==> config.mk <==
export PLATFORM = sky130hd
export DESIGN_NAME = gpio_bank_with_interrupts_core_flat
export DESIGN_NICKNAME = d
export VERILOG_FILES = /design/src/rtl/core/gbi_pkg.sv /design/src/rtl/core/gbi_channels.sv /design/src/rtl/core/gbi_sample.sv /design/src/rtl/core/gbi_regs.sv /design/src/rtl/core/gpio_bank_with_interrupts_core.sv /design/src/flat_wrapper.sv
export SDC_FILE = /design/constraint.sdc
export NUM_CORES = 1
export LEC_CHECK = 0
export BUFFER_PORTS_ARGS = -buffer_cell sky130_fd_sc_hd__clkbuf_2
export CAP_MARGIN = 20
export CORE_MARGIN = 2
export CORE_UTILIZATION = 40
export CTS_BUF_LIST = sky130_fd_sc_hd__clkbuf_16
export DETAILED_ROUTE_END_ITERATION = 10
export GPL_TIMING_DRIVEN = 0
export REMOVE_ABC_BUFFERS = 1
export SETUP_SLACK_MARGIN = 0.2
export SYNTH_ARGS = -nofsm -noshare
export SYNTH_HDL_FRONTEND = slang
export SYNTH_HIERARCHICAL = 1
export SYNTH_SLANG_ARGS = --single-unit
==> constraint.sdc <==
create_clock -name clock -period 3.94 [get_ports clock]
set_input_delay 0 -clock clock [delete_from_list [all_inputs] [get_ports clock]]
set_output_delay 0 -clock clock [all_outputs]
set_load 0.02 [all_outputs]
==> src/rtl/core/gbi_pkg.sv <==
// Package for the GPIO bank core: sizes, register and request codes,
// pin type codes and the request and result structs.
// Depends on nothing; the RTL files use it by scoped names, the testbench imports it.
package gbi_pkg;

   localparam int NumPins   = 32;
   localparam int WordWidth = 32;
   localparam int CtlWidth  = 5;

   typedef logic [WordWidth-1:0] word_type;
   typedef logic [1:0]           req_code_type;
   typedef logic [2:0]           reg_index_type;
   typedef logic [CtlWidth-1:0]  ctl_type;
   typedef logic [1:0]           pin_kind_type;

   // Per-pin register bits above the bank width are held at zero.
   localparam word_type PinMask = WordWidth'((64'd1 << NumPins) - 64'd1);

   localparam req_code_type ReqRead   = 2'd0;
   localparam req_code_type ReqWrite  = 2'd1;
   localparam req_code_type ReqSample = 2'd2;

   localparam reg_index_type RegOutEnable = 3'd0;
   localparam reg_index_type RegInEnable  = 3'd1;
   localparam reg_index_type RegData      = 3'd2;
   localparam reg_index_type RegPending   = 3'd3;
   localparam reg_index_type RegMask      = 3'd4;
   localparam reg_index_type RegTypeUpper = 3'd5;
   localparam reg_index_type RegTypeLower = 3'd6;
   localparam reg_index_type RegControl   = 3'd7;

   localparam int CtlPending = 0;
   localparam int CtlEnable  = 1;

   localparam pin_kind_type KindHigh = 2'd0;
   localparam pin_kind_type KindLow  = 2'd1;
   localparam pin_kind_type KindRise = 2'd2;
   localparam pin_kind_type KindFall = 2'd3;

   typedef struct packed {
      req_code_type  req_type;
      reg_index_type reg_index;
      word_type      write_data;
      word_type      pin_levels;
   } request_type;

   typedef struct packed {
      word_type read_data;
      word_type pin_drive;
      word_type pin_drive_enable;
      logic     irq_out;
   } result_type;

endpackage

==> src/rtl/core/gbi_channels.sv <==
// Valid/ready channel interfaces for requests and results of the GPIO bank.
// Depends on gbi_pkg for the field widths.
interface gbi_req_if;
   logic                   valid;
   logic                   ready;
   gbi_pkg::req_code_type  req_type;
   gbi_pkg::reg_index_type reg_index;
   gbi_pkg::word_type      write_data;
   gbi_pkg::word_type      pin_levels;

   modport source(output valid, req_type, reg_index, write_data, pin_levels, input ready);
   modport sink(input valid, req_type, reg_index, write_data, pin_levels, output ready);
endinterface

interface gbi_rsp_if;
   logic              valid;
   logic              ready;
   gbi_pkg::word_type read_data;
   gbi_pkg::word_type pin_drive;
   gbi_pkg::word_type pin_drive_enable;
   logic              irq_out;

   modport source(output valid, read_data, pin_drive, pin_drive_enable, irq_out, input ready);
   modport sink(input valid, read_data, pin_drive, pin_drive_enable, irq_out, output ready);
endinterface

==> src/rtl/core/gbi_sample.sv <==
// Per-pin interrupt detector: level high/low and rising/falling edge hits.
// Depends on gbi_pkg; purely combinational.
module gbi_sample (
   input  gbi_pkg::word_type type_lower,
   input  gbi_pkg::word_type type_upper,
   input  gbi_pkg::word_type pads,
   input  gbi_pkg::word_type prev_pads,
   output gbi_pkg::word_type hits
);

   always_comb begin
      gbi_pkg::pin_kind_type kind;
      hits = '0;
      kind = gbi_pkg::KindHigh;
      for (int i = 0; i < gbi_pkg::NumPins; i++) begin
         // The lower type word covers pins 0-15, the upper one pins 16-31.
         if (i < 16) begin
            kind = type_lower[2*i +: 2];
         end else begin
            kind = type_upper[2*(i-16) +: 2];
         end
         case (kind)
            gbi_pkg::KindHigh: hits[i] = pads[i];
            gbi_pkg::KindLow:  hits[i] = ~pads[i];
            gbi_pkg::KindRise: hits[i] = pads[i] & ~prev_pads[i];
            gbi_pkg::KindFall: hits[i] = prev_pads[i] & ~pads[i];
            default:           hits[i] = 1'b0;
         endcase
      end
   end

endmodule

==> src/rtl/core/gbi_regs.sv <==
// Register block of the GPIO bank: applies one request to the bank state
// and forms its result. Depends on gbi_pkg and gbi_sample.
module gbi_regs (
   input  logic                 clock,
   input  logic                 reset,
   input  logic                 process,
   input  gbi_pkg::request_type req,
   output gbi_pkg::result_type  rsp
);

   gbi_pkg::word_type out_en_ff, out_en_in;
   gbi_pkg::word_type in_en_ff, in_en_in;
   gbi_pkg::word_type data_ff, data_in;
   gbi_pkg::word_type pend_ff, pend_in;
   gbi_pkg::word_type mask_ff, mask_in;
   gbi_pkg::word_type type_upper_ff, type_upper_in;
   gbi_pkg::word_type type_lower_ff, type_lower_in;
   gbi_pkg::ctl_type  ctl_ff, ctl_in;
   gbi_pkg::word_type prev_ff, prev_in;
   gbi_pkg::word_type hits;
   gbi_pkg::word_type read_data;

   gbi_sample u_sample (
      .type_lower (type_lower_ff),
      .type_upper (type_upper_ff),
      .pads       (req.pin_levels),
      .prev_pads  (prev_ff),
      .hits       (hits)
   );

   always_comb begin
      out_en_in     = out_en_ff;
      in_en_in      = in_en_ff;
      data_in       = data_ff;
      pend_in       = pend_ff;
      mask_in       = mask_ff;
      type_upper_in = type_upper_ff;
      type_lower_in = type_lower_ff;
      ctl_in        = ctl_ff;
      prev_in       = prev_ff;
      read_data     = '0;
      if (process) begin
         case (req.req_type)
            gbi_pkg::ReqRead: begin
               case (req.reg_index)
                  gbi_pkg::RegOutEnable: read_data = out_en_ff;
                  gbi_pkg::RegInEnable:  read_data = in_en_ff;
                  gbi_pkg::RegData: begin
                     read_data = (data_ff & out_en_ff) |
                                 (req.pin_levels & in_en_ff & ~out_en_ff & gbi_pkg::PinMask);
                  end
                  gbi_pkg::RegPending:   read_data = pend_ff;
                  gbi_pkg::RegMask:      read_data = mask_ff;
                  gbi_pkg::RegTypeUpper: read_data = type_upper_ff;
                  gbi_pkg::RegTypeLower: read_data = type_lower_ff;
                  default:               read_data = {{(gbi_pkg::WordWidth-gbi_pkg::CtlWidth){1'b0}},
                                                      ctl_ff};
               endcase
            end
            gbi_pkg::ReqWrite: begin
               case (req.reg_index)
                  gbi_pkg::RegOutEnable: out_en_in = req.write_data & gbi_pkg::PinMask;
                  gbi_pkg::RegInEnable:  in_en_in = req.write_data & gbi_pkg::PinMask;
                  gbi_pkg::RegData:      data_in = req.write_data & gbi_pkg::PinMask;
                  gbi_pkg::RegPending:   pend_in = pend_ff & ~req.write_data;
                  gbi_pkg::RegMask:      mask_in = req.write_data & gbi_pkg::PinMask;
                  gbi_pkg::RegTypeUpper: type_upper_in = req.write_data;
                  gbi_pkg::RegTypeLower: type_lower_in = req.write_data;
                  default: begin
                     // Bank pending is write-one-to-clear; the other bits are stored.
                     ctl_in = {req.write_data[gbi_pkg::CtlWidth-1:1],
                               ctl_ff[gbi_pkg::CtlPending] & ~req.write_data[0]};
                  end
               endcase
            end
            gbi_pkg::ReqSample: begin
               if ((hits & ~pend_ff & mask_ff) != '0) begin
                  ctl_in[gbi_pkg::CtlPending] = 1'b1;
               end
               pend_in = pend_ff | hits;
               prev_in = req.pin_levels;
            end
            default: begin
            end
         endcase
      end
   end

   always_ff @(posedge clock) begin
      if (reset) begin
         out_en_ff     <= '0;
         in_en_ff      <= '0;
         data_ff       <= '0;
         pend_ff       <= '0;
         mask_ff       <= '0;
         type_upper_ff <= '0;
         type_lower_ff <= '0;
         ctl_ff        <= '0;
         prev_ff       <= '0;
      end else begin
         out_en_ff     <= out_en_in;
         in_en_ff      <= in_en_in;
         data_ff       <= data_in;
         pend_ff       <= pend_in;
         mask_ff       <= mask_in;
         type_upper_ff <= type_upper_in;
         type_lower_ff <= type_lower_in;
         ctl_ff        <= ctl_in;
         prev_ff       <= prev_in;
      end
   end

   // The result reflects the state after this request.
   assign rsp.read_data        = read_data;
   assign rsp.pin_drive        = data_in & out_en_in;
   assign rsp.pin_drive_enable = out_en_in;
   assign rsp.irq_out          = ctl_in[gbi_pkg::CtlEnable] && ((pend_in & mask_in) != '0);

   assert property (@(posedge clock) disable iff (reset)
      !(process && req.req_type == gbi_pkg::ReqSample) |=> !$rose(ctl_ff[gbi_pkg::CtlPending]))
      else $error("bank pending set without a pin sample");

   assert property (@(posedge clock) disable iff (reset)
      !(process && req.req_type == gbi_pkg::ReqSample) |=> ((pend_ff & ~$past(pend_ff)) == '0))
      else $error("pin pending bit set without a pin sample");

   assert property (@(posedge clock) disable iff (reset)
      !process |=> $stable(pend_ff) && $stable(ctl_ff) && $stable(out_en_ff))
      else $error("bank state changed with no request in process");

endmodule

==> src/rtl/core/gpio_bank_with_interrupts_core.sv <==
// GPIO bank core: 32-pin register block with edge and level interrupts.
// A request is registered in the input stage, then its result in the output stage once that is free or draining.
// Throughput: one request per cycle while results are taken, set by the single register-block pass.
// Reset is synchronous and clears all bank registers and both stages at once.
// Depends on gbi_pkg, gbi_channels and gbi_regs.
module gpio_bank_with_interrupts_core (
   input logic      clock,
   input logic      reset,
   gbi_req_if.sink  req_chan,
   gbi_rsp_if.source rsp_chan
);

   logic                 in_valid_ff, in_valid_in;
   gbi_pkg::request_type in_ff, in_in;
   logic                 out_valid_ff, out_valid_in;
   gbi_pkg::result_type  out_ff, out_in;
   gbi_pkg::result_type  result;
   logic                 process;
   logic                 req_take;

   // The staged request goes through when the result register is free or draining.
   assign process        = in_valid_ff && (!out_valid_ff || rsp_chan.ready);
   assign req_chan.ready = !in_valid_ff || process;
   assign req_take       = req_chan.valid && req_chan.ready;

   gbi_regs u_regs (
      .clock   (clock),
      .reset   (reset),
      .process (process),
      .req     (in_ff),
      .rsp     (result)
   );

   always_comb begin
      in_valid_in  = in_valid_ff;
      in_in        = in_ff;
      out_valid_in = out_valid_ff;
      out_in       = out_ff;
      if (process) begin
         in_valid_in = 1'b0;
      end
      if (req_take) begin
         in_valid_in       = 1'b1;
         in_in.req_type    = req_chan.req_type;
         in_in.reg_index   = req_chan.reg_index;
         in_in.write_data  = req_chan.write_data;
         in_in.pin_levels  = req_chan.pin_levels;
      end
      if (out_valid_ff && rsp_chan.ready) begin
         out_valid_in = 1'b0;
      end
      if (process) begin
         out_valid_in = 1'b1;
         out_in       = result;
      end
   end

   always_ff @(posedge clock) begin
      if (reset) begin
         in_valid_ff  <= 1'b0;
         out_valid_ff <= 1'b0;
      end else begin
         in_valid_ff  <= in_valid_in;
         out_valid_ff <= out_valid_in;
      end
      in_ff  <= in_in;
      out_ff <= out_in;
   end

   assign rsp_chan.valid            = out_valid_ff;
   assign rsp_chan.read_data        = out_ff.read_data;
   assign rsp_chan.pin_drive        = out_ff.pin_drive;
   assign rsp_chan.pin_drive_enable = out_ff.pin_drive_enable;
   assign rsp_chan.irq_out          = out_ff.irq_out;

   assert property (@(posedge clock) disable iff (reset)
      process |=> out_valid_ff)
      else $error("processed request produced no result");

   assert property (@(posedge clock) disable iff (reset)
      in_valid_ff && !process |=> in_valid_ff && $stable(in_ff))
      else $error("staged request lost or changed while waiting");

   assert property (@(posedge clock) disable iff (reset)
      out_valid_ff && !rsp_chan.ready |=> out_valid_ff && $stable(out_ff))
      else $error("waiting result lost or changed while stalled");

endmodule

==> src/flat_wrapper.sv <==
// flat-port wrapper written by rule: the top's interface ports become plain ports
module gpio_bank_with_interrupts_core_flat 
  (clock, reset, req_chan_valid, req_chan_req_type, req_chan_reg_index, req_chan_write_data, req_chan_pin_levels, req_chan_ready, rsp_chan_valid, rsp_chan_read_data, rsp_chan_pin_drive, rsp_chan_pin_drive_enable, rsp_chan_irq_out, rsp_chan_ready);
  gbi_req_if req_chan_i ();
  gbi_rsp_if rsp_chan_i ();
  input logic clock;
  input logic reset;
  input wire logic [$bits(req_chan_i.valid)-1:0] req_chan_valid;
  input wire logic [$bits(req_chan_i.req_type)-1:0] req_chan_req_type;
  input wire logic [$bits(req_chan_i.reg_index)-1:0] req_chan_reg_index;
  input wire logic [$bits(req_chan_i.write_data)-1:0] req_chan_write_data;
  input wire logic [$bits(req_chan_i.pin_levels)-1:0] req_chan_pin_levels;
  output wire logic [$bits(req_chan_i.ready)-1:0] req_chan_ready;
  output wire logic [$bits(rsp_chan_i.valid)-1:0] rsp_chan_valid;
  output wire logic [$bits(rsp_chan_i.read_data)-1:0] rsp_chan_read_data;
  output wire logic [$bits(rsp_chan_i.pin_drive)-1:0] rsp_chan_pin_drive;
  output wire logic [$bits(rsp_chan_i.pin_drive_enable)-1:0] rsp_chan_pin_drive_enable;
  output wire logic [$bits(rsp_chan_i.irq_out)-1:0] rsp_chan_irq_out;
  input wire logic [$bits(rsp_chan_i.ready)-1:0] rsp_chan_ready;
  assign req_chan_i.valid = req_chan_valid;
  assign req_chan_i.req_type = req_chan_req_type;
  assign req_chan_i.reg_index = req_chan_reg_index;
  assign req_chan_i.write_data = req_chan_write_data;
  assign req_chan_i.pin_levels = req_chan_pin_levels;
  assign req_chan_ready = req_chan_i.ready;
  assign rsp_chan_valid = rsp_chan_i.valid;
  assign rsp_chan_read_data = rsp_chan_i.read_data;
  assign rsp_chan_pin_drive = rsp_chan_i.pin_drive;
  assign rsp_chan_pin_drive_enable = rsp_chan_i.pin_drive_enable;
  assign rsp_chan_irq_out = rsp_chan_i.irq_out;
  assign rsp_chan_i.ready = rsp_chan_ready;
  gpio_bank_with_interrupts_core u_core (.clock(clock), .reset(reset), .req_chan(req_chan_i), .rsp_chan(rsp_chan_i));
endmodule
Word level (Yosys, flattened, before mapping). Cells that the tools add are included.

Eq/ne operators: 106. Mux-type cells: 54. Bitwise operators: 144. Reductions and logical operators: 54.

Operators with widths (count): $mux W32 (11); $and A32 B32 Y32 (8); $pmux W32 S7 (1); $eq A2 B2 Y1 const B (65); $pmux W1 S4 (32); $not A32 Y32 (3); $eq A2 B1 Y1 const B (33); $logic_not A2 Y1 (33); $not A1 Y1 (66); $and A1 B1 Y1 (65); $or A32 B32 Y32 (2); $pmux W32 S2 (1); $reduce_bool A32 Y1 (2); $reduce_and A3 Y1 (4); $eq A3 B3 Y1 const B (3); $reduce_or A7 Y1 (1); $eq A3 B2 Y1 const B (2); $mux W1 (6); $reduce_bool A2 Y1 (3); $logic_and A1 B1 Y1 (4); $mux W2 (2); $ne A2 B2 Y1 const B (2); $reduce_and A4 Y1 (1); $eq A3 B1 Y1 const B (1); 5 further kinds (7).

Bits in registers: 429. Output and inout bits: 99. Logic and storage cells: 379.

Longest topological paths before layout. Gate-level depths: netlist of run 1.

Depth after elaboration: 10. Mapped depth: 12. Depth with buffers taken out: 9.

Modules after synthesis. Netlist of run 1, hierarchy kept.

By module, submodules not included: gbi_regs (times used 1, cells each 1538, area each 12097.9 um2); gpio_bank_with_interrupts_core (times used 1, cells each 176, area each 5088.6 um2); gbi_sample (times used 1, cells each 128, area each 1201.2 um2).

Least setup slack after synthesis of run 1. Ideal clock, no wire load.

Path kind: flip-flop to flip-flop. From: register u_core.out_valid_ff (netlist: u_core/rsp_chan.valid). To: register u_core.out_ff (netlist bit u_core/rsp_chan.irq_out), data pin. Library setup time: 276 ps. Arrival time: 3691 ps. Data required time: 3664 ps. Setup slack: -27 ps. Stages on the path, launching flop included: 12. Cell sequence: dfxtp_1 -> nand2b_1 -> and2_2 -> buf_2 -> nand2_2 -> nor2_2 -> buf_6 -> mux2_1 -> a2111oi_1 -> o2111ai_1 -> nor4_1 -> a41oi_1.

RTL lines: start: declaration (RTL line gpio_bank_with_interrupts_core.sv:15) `logic out_valid_ff, out_valid_in;`; start signal: assignment (RTL line gpio_bank_with_interrupts_core.sv:64) `out_valid_ff <= out_valid_in;`; end signal: assignment (RTL line gpio_bank_with_interrupts_core.sv:67) `out_ff <= out_in;`; end: declaration (RTL line gpio_bank_with_interrupts_core.sv:16) `gbi_pkg::result_type out_ff, out_in;`.

==> impl_metrics.yaml, run 1 <==
die:
  ios: 172
  die_width_um: 218
  die_area_mm2: 0.0477
  initial_core_util: 0.405
  die_h_um: 218
  core-area_mm2: 0.0454
  rows: 78
global_route:
  gr-total-overflow: 0
  grt_pass1_vias: 14300
  grt_max_degree: 118
  antenna_found_initial: 2
  grt_pass1_wl_um: 85100
  grt_use_total: 0.235
sta:
  rsz0062_at_grt: "false"
  skew_ps: 8.03
  worst_pin_slew_ps: 999
  finalSetupViolCount: 0
  setup_slack_ps: 314
  fmax_mhz: 276
  slew_headroom: 0.332
  period_minus_slack_ps: 3630
  hold_violations: 0
  finalCritPeriodShare: 0.920
  slew_viol_final: 0
logic_synthesis:
  async_reset_ff_frac: 0
  netlist_area_mm2: 0.0184
  post_synth_num_cell_types: 65
  synth-edff-count: 166
  synth.top_cell.area_share: 0.286
  ys.warnings.count: 6
  synth_common_cells: "nand2_1, dfxtp_1, a21oi_1"
  yosys_most_used_dff: "dfxtp_1"
  yosys-top-cells-area: "dfxtp_1, edfxtp_1, nand2_1"
  yosysSeqAreaShare: 0.557
  yosysTopAreaCell: "dfxtp_1"
  ys_ff_latch: 429
  synthMostInstantiatedCell: "nand2_1"
  postSynthCellCount: 1842
  syn_area_per_cell_um2: 9.98
power_and_ir_drop:
  p_comb_frac: 0.060
  swShare: 0.232
  clkPwrFrac: 0.446
  p_leak_nw: 8.33
  intPower_mw: 7.51
  total_power_mw: 9.78
  seq_power_share: 0.494
  ir_worst_vdd_mv: 0.342
  power_density_mw_per_mm2: 438
  p_sw_mw: 2.27
setup_path:
  crit_chain: "inv_1 -> ha_4 -> nand2_4 -> nor2_4 -> buf_4 -> buf_4 -> mux2i_1 -> o22ai_1 -> nor4_1 -> a41oi_1"
  crit_path_max_incr_delay_ps: 530
  required_ps: 4180
  cp.arrival_ps: 3860
  startpoint_type: "flip-flop"
  cp_slowest_cell: "nor4_1"
  path_buf_inv: 3
  criticalPathCategory: "flip-flop to flip-flop"
  endpoint_kind: "flip-flop"
  cp_top_family: "simple AND/OR/NAND/NOR gates"
  critPathMaxFanout: 35
  cpMostUsedCell: "buf_4"
route:
  drc: 0
  m1WireLength_um: 24700
  top_layer: "met4"
  drtIter0Drc: 1267
  routed_wl_um: 57600
  viasPerCell: 5.54
  drtPass1Iterations: 6
  wl_met2_um: 26500
  wl_per_cell_um: 21.5
  dr_total_vias: 14900
  postRouteAntennaNets: 0
  dr_wl_met3_um: 4380
layout:
  fillCellCount: 4145
  multiInputGateArea_mm2: 0.00756
  largest_reg_flops: 69
  area_delta_synth_final_pct: 21.4
  seqCellArea_mm2: 0.0103
  utilization: 0.492
  drive_gt1_frac: 0.177
  regMostFlops: "u_core/in_ff"
  nNetsFinal: 2120
placement:
  gp_congestion: 0.853
  port_buffers: 171
  hpwl_um: 36700
  post-place-ws_ps: -586
clocking:
  h-tree-depth: 2
  cts_made_buffers: 47
  insertion_delay_ps: 580
  clk_pin_slew_ps: 60
  cts_tree: "done"
  cts_root_buffer: "clkbuf_16"
  cts_buffer_depth: 3
  clkSinkCount: 429
hold_path:
  hold_class: "primary input to flip-flop"
job:
  cap_violations: 0
run_status:
  outcome: "finished clean"
## cells in the final DEF (no fill, tap or decap), types with 8 or more instances in the layout
master and n:
a41oi_1 28, clkinv_1 15, clkbuf_16 49, and3b_1 8
o21ai_0 51, a221oi_1 11, dlygate4sd3_1 73, dfxtp_1 262
inv_1 60, nor2_1 159, a22oi_1 63, nand2b_2 33
a31oi_1 14, nand3_1 9, edfxtp_1 166, o22ai_2 32
a21oi_1 168, nand3b_1 20, nor3b_1 30, mux2i_1 94
a21bo_1 32, nand2_1 326, nor2b_1 37, clkbuf_2 170
o22ai_1 10, buf_4 9, a21o_1 35
## metrics by stage
stage          hold WS [ps]  instances  TNS, ps  area (µm²)
6_report                130       2684        0       22300
5_1_grt                 119       2683        0       22300
3_3_place_gp            179       2490  -850150       19500
2_1_floorplan          62.4       1719   -73030       17900
3_5_place_dp            179       2510     -586       19900
4_1_cts                 102       2679        0       22300
## what timing repair did
item                       in CTS  in global routing
setup buffers                   7                  1
gates resized for setup         5                  4
setup endpoints to repair       1                  1
hold buffers                   73                  0
pin swaps                       2                  0
gates cloned                    2                  1
hold endpoints to repair      128                  0
## path summary, 6_finish.rpt
kind | start | endpoint | slack, ps | cells after the start
worst min register to register | u_core/u_regs/in_en_ff[28] | u_core/u_regs/in_en_ff[28] | 450 | 2
worst max register to register | u_core/in_ff[68] | u_core/rsp_chan.irq_out | 310 | 10
worst max-delay path | u_core/in_ff[68] | u_core/rsp_chan.irq_out | 310 | 10
worst min-delay path | req_chan_write_data[0] | u_core/in_ff[32] | 130 | 2
## layer usage
metal / global-route usage / up-vias
met5: 0 / -
met4: 0.0896 / 0
met3: 0.0518 / 132
met2: 0.375 / 610
met1: 0.311 / 7202
li1: - / 6928
## cells by family after synthesis
logic type               after synthesis  share of synthesized area
adder cells (fa/ha/maj)                3                    0.00204
AO/OA/AOI/OAI                        472                      0.179
multiplexers                          99                     0.0542
buffers and inverters                174                     0.0380
AND/OR/NAND/NOR                      665                      0.169
flip-flops                           429                      0.557
## area by class of cell
| cell class | count | area share |
|---|---|---|
| well taps | 600 | 0.0336 |
| repair buffers | 273 | 0.0923 |
| diodes | 2 | 0.000224 |
| multi-input cells | 1242 | 0.339 |
| clock buffers | 49 | 0.0549 |
| inverters | 51 | 0.00857 |
| clock inverters | 38 | 0.0128 |
| flip-flops and latches | 429 | 0.459 |
## worst register-to-register path, stage by stage (launching register included)
cell	delay, ps
edfxtp_1	420
inv_1	130
ha_4	520
nand2_4	240
nor2_4	190
buf_4	180
buf_4	270
mux2i_1	300
o22ai_1	160
nor4_1	530
a41oi_1	350
## power groups by stage
| stage | clock network (mW) | registers [mW] | logic (mW) |
|---|---|---|---|
| finish | 4.36 | 4.83 | 0.591 |
| global route | 4.63 | 4.84 | 0.633 |
| CTS | 4.46 | 4.83 | 0.583 |
| detailed placement | 0 | 4.92 | 0.510 |
| global placement | 0 | 4.93 | 0.477 |
| floorplan | 0 | 4.92 | 0.228 |
Note: power is estimated with default switching activity, not from simulation.
==> inputs of run 2 (changes only) <==
- ABC_AREA: unset -> 1
==> impl_metrics.yaml, run 2 <==
die:
  ios: 172
  die_area_mm2: 0.0483
  initial_core_util: 0.403
  die_width_um: 220
  core-area_mm2: 0.0463
  die_h_um: 220
  rows: 79
power_and_ir_drop:
  p_comb_frac: 0.062
  p_sw_mw: 2.41
  ir_worst_vdd_mv: 0.297
  power_density_mw_per_mm2: 450
  clkPwrFrac: 0.471
  total_power_mw: 10.3
  p_leak_nw: 9.38
  seq_power_share: 0.467
  swShare: 0.233
  intPower_mw: 7.94
job:
  cap_violations: 0
clocking:
  cts_root_buffer: "clkbuf_16"
  cts_made_buffers: 48
  cts_buffer_depth: 3
  clkSinkCount: 429
  h-tree-depth: 2
  insertion_delay_ps: 580
  cts_tree: "done"
  clk_pin_slew_ps: 60
layout:
  antennaDiodeCount: 0
  drive_gt1_frac: 0.136
  area_delta_synth_final_pct: 23.2
  largest_reg_flops: 69
  final_common_cell: "nand2_1"
  regMostFlops: "u_core/in_ff"
  layout_common_cells: "nand2_1, nor2_1, dfxtp_1, inv_1, o21ai_0"
  nNetsFinal: 2619
setup_path:
  critPathMaxFanout: 22
  endpoint_kind: "flip-flop"
  cp_slowest_cell: "edfxtp_1"
  crit_path_max_incr_delay_ps: 690
  cp.arrival_ps: 3940
  path_buf_inv: 1
  crit_chain: "nor2_1 -> nand2_2 -> inv_4 -> nand2_4 -> o21a_1 -> nand2_1 -> nand2_1 -> nor2_1 -> nand2_1 -> nor2_1 -> a21oi_1"
  cp_top_family: "simple AND/OR/NAND/NOR gates"
  r2r_slack_ps: 310
  criticalPathCategory: "flip-flop to flip-flop"
  startpoint_type: "flip-flop"
  required_ps: 4240
logic_synthesis:
  synth.top_cell.area_share: 0.282
  yosys-top-cells-area: "dfxtp_1, edfxtp_1, nand2_1"
  post_synth_num_cell_types: 37
  ys.warnings.count: 6
  ys_ff_latch: 429
  yosysSeqAreaShare: 0.550
  netlist_area_mm2: 0.0186
  synth_common_cells: "nand2_1, nor2_1, dfxtp_1"
  postSynthCellCount: 2330
  async_reset_ff_frac: 0
  synthMostInstantiatedCell: "nand2_1"
  yosys_most_used_dff: "dfxtp_1"
  syn_area_per_cell_um2: 8.00
  synth-edff-count: 166
  yosysTopAreaCell: "dfxtp_1"
sta:
  slew_viol_final: 0
  finalSetupViolCount: 0
  hold_violations: 0
  skew_ps: 10.8
  setup_tns_ps: 0
  rsz0062_at_grt: "false"
  worst_pin_slew_ps: 938
  slew_headroom: 0.373
  finalCritPeriodShare: 0.922
  fmax_mhz: 275
  period_minus_slack_ps: 3630
  setup_slack_ps: 309
  whs_ps: 120
route:
  drtPass1Iterations: 6
  drc: 0
  dr_total_vias: 16600
  wl_per_cell_um: 18.5
  viasPerCell: 5.22
  routed_wl_um: 58900
  drtIter0Drc: 1517
  postRouteAntennaNets: 0
placement:
  post-place-ws_ps: -361
  port_buffers: 171
  gp_congestion: 0.859
  hpwl_um: 38000
run_status:
  outcome: "finished clean"
global_route:
  gr-total-overflow: 0
  grt_pass1_vias: 15700
  grt_max_degree: 83
  grt_use_total: 0.241
  antenna_found_initial: 1
  grt_pass1_wl_um: 89100
hold_path:
  hold_class: "primary input to flip-flop"
==> run 2: logic make-up after synthesis <==
logic type,count (synthesis),synth area share
adders and majority gates,3,0.00201
AOI/OAI and AO/OA,440,0.132
muxes,8,0.00430
and+or+nand+nor,1087,0.235
buffers and inverters,363,0.0769
DFF,429,0.550
==> run 2: timing repair <==
action,in CTS,in global routing
pin swaps,3,0
gates resized for setup,4,2
cloned,1,0
hold endpoints to repair,133,0
setup buffers,3,3
endpoints found under the setup margin,140,5
hold buffers,74,0
==> run 2: layer usage <==
layer,up-vias,GRT usage,routed length (µm)
met1,7847,0.317,25400
li1,8045,-,-
met4,2,0.0868,1800
met2,619,0.405,27700
met3,122,0.0344,4010
met5,-,0,11
==> run 2: worst reg2reg max path, cell delays in order, from the launching register on <==
cell,delay [ps]
edfxtp_1,690
nor2_1,320
nand2_2,450
inv_4,480
nand2_4,340
o21a_1,310
nand2_1,70
nand2_1,90
nor2_1,290
nand2_1,90
nor2_1,110
a21oi_1,120
==> run 2: stage by stage <==
| stage | cells | area (µm²) | util |
|---|---|---|---|
| 2_1_floorplan | 2217 | 18100 | - |
| 3_3_place_gp | 2995 | 19800 | 0.427 |
| 3_5_place_dp | 3018 | 20400 | 0.441 |
| 4_1_cts | 3184 | 22900 | 0.495 |
| 5_1_grt | 3188 | 23000 | 0.497 |
| 6_report | 3188 | 23000 | 0.497 |
==> run 2: power groups by stage <==
stage	Clock (mW)	Sequential, mW	Combinational, mW
after floorplan	0	4.95	0.238
after global placement	0	4.96	0.502
after detailed placement	0	4.93	0.561
after CTS	4.97	4.84	0.627
after global routing	5.15	4.85	0.695
final	4.87	4.83	0.639
==> run 2: path summary, 6_finish.rpt <==
check	from	end	depth (start not counted)
max	u_core/in_ff[64]	u_core/rsp_chan.irq_out	11
min	req_chan_write_data[10]	u_core/in_ff[42]	2
max reg2reg	u_core/in_ff[64]	u_core/rsp_chan.irq_out	11
min reg2reg	u_core/u_regs/pend_ff[20]	u_core/u_regs/pend_ff[20]	2
==> run 2: layout make-up <==
| type | instances | area [µm²] |
|---|---|---|
| multi-input combinational | 1539 | 7060 |
| clock buffer | 49 | 1230 |
| sequential | 429 | 10200 |
| timing repair buffer | 275 | 2240 |
| tap | 607 | 759 |
| inverter | 250 | 950 |
| fill | 4366 | 23300 |
| clock inverter | 39 | 490 |
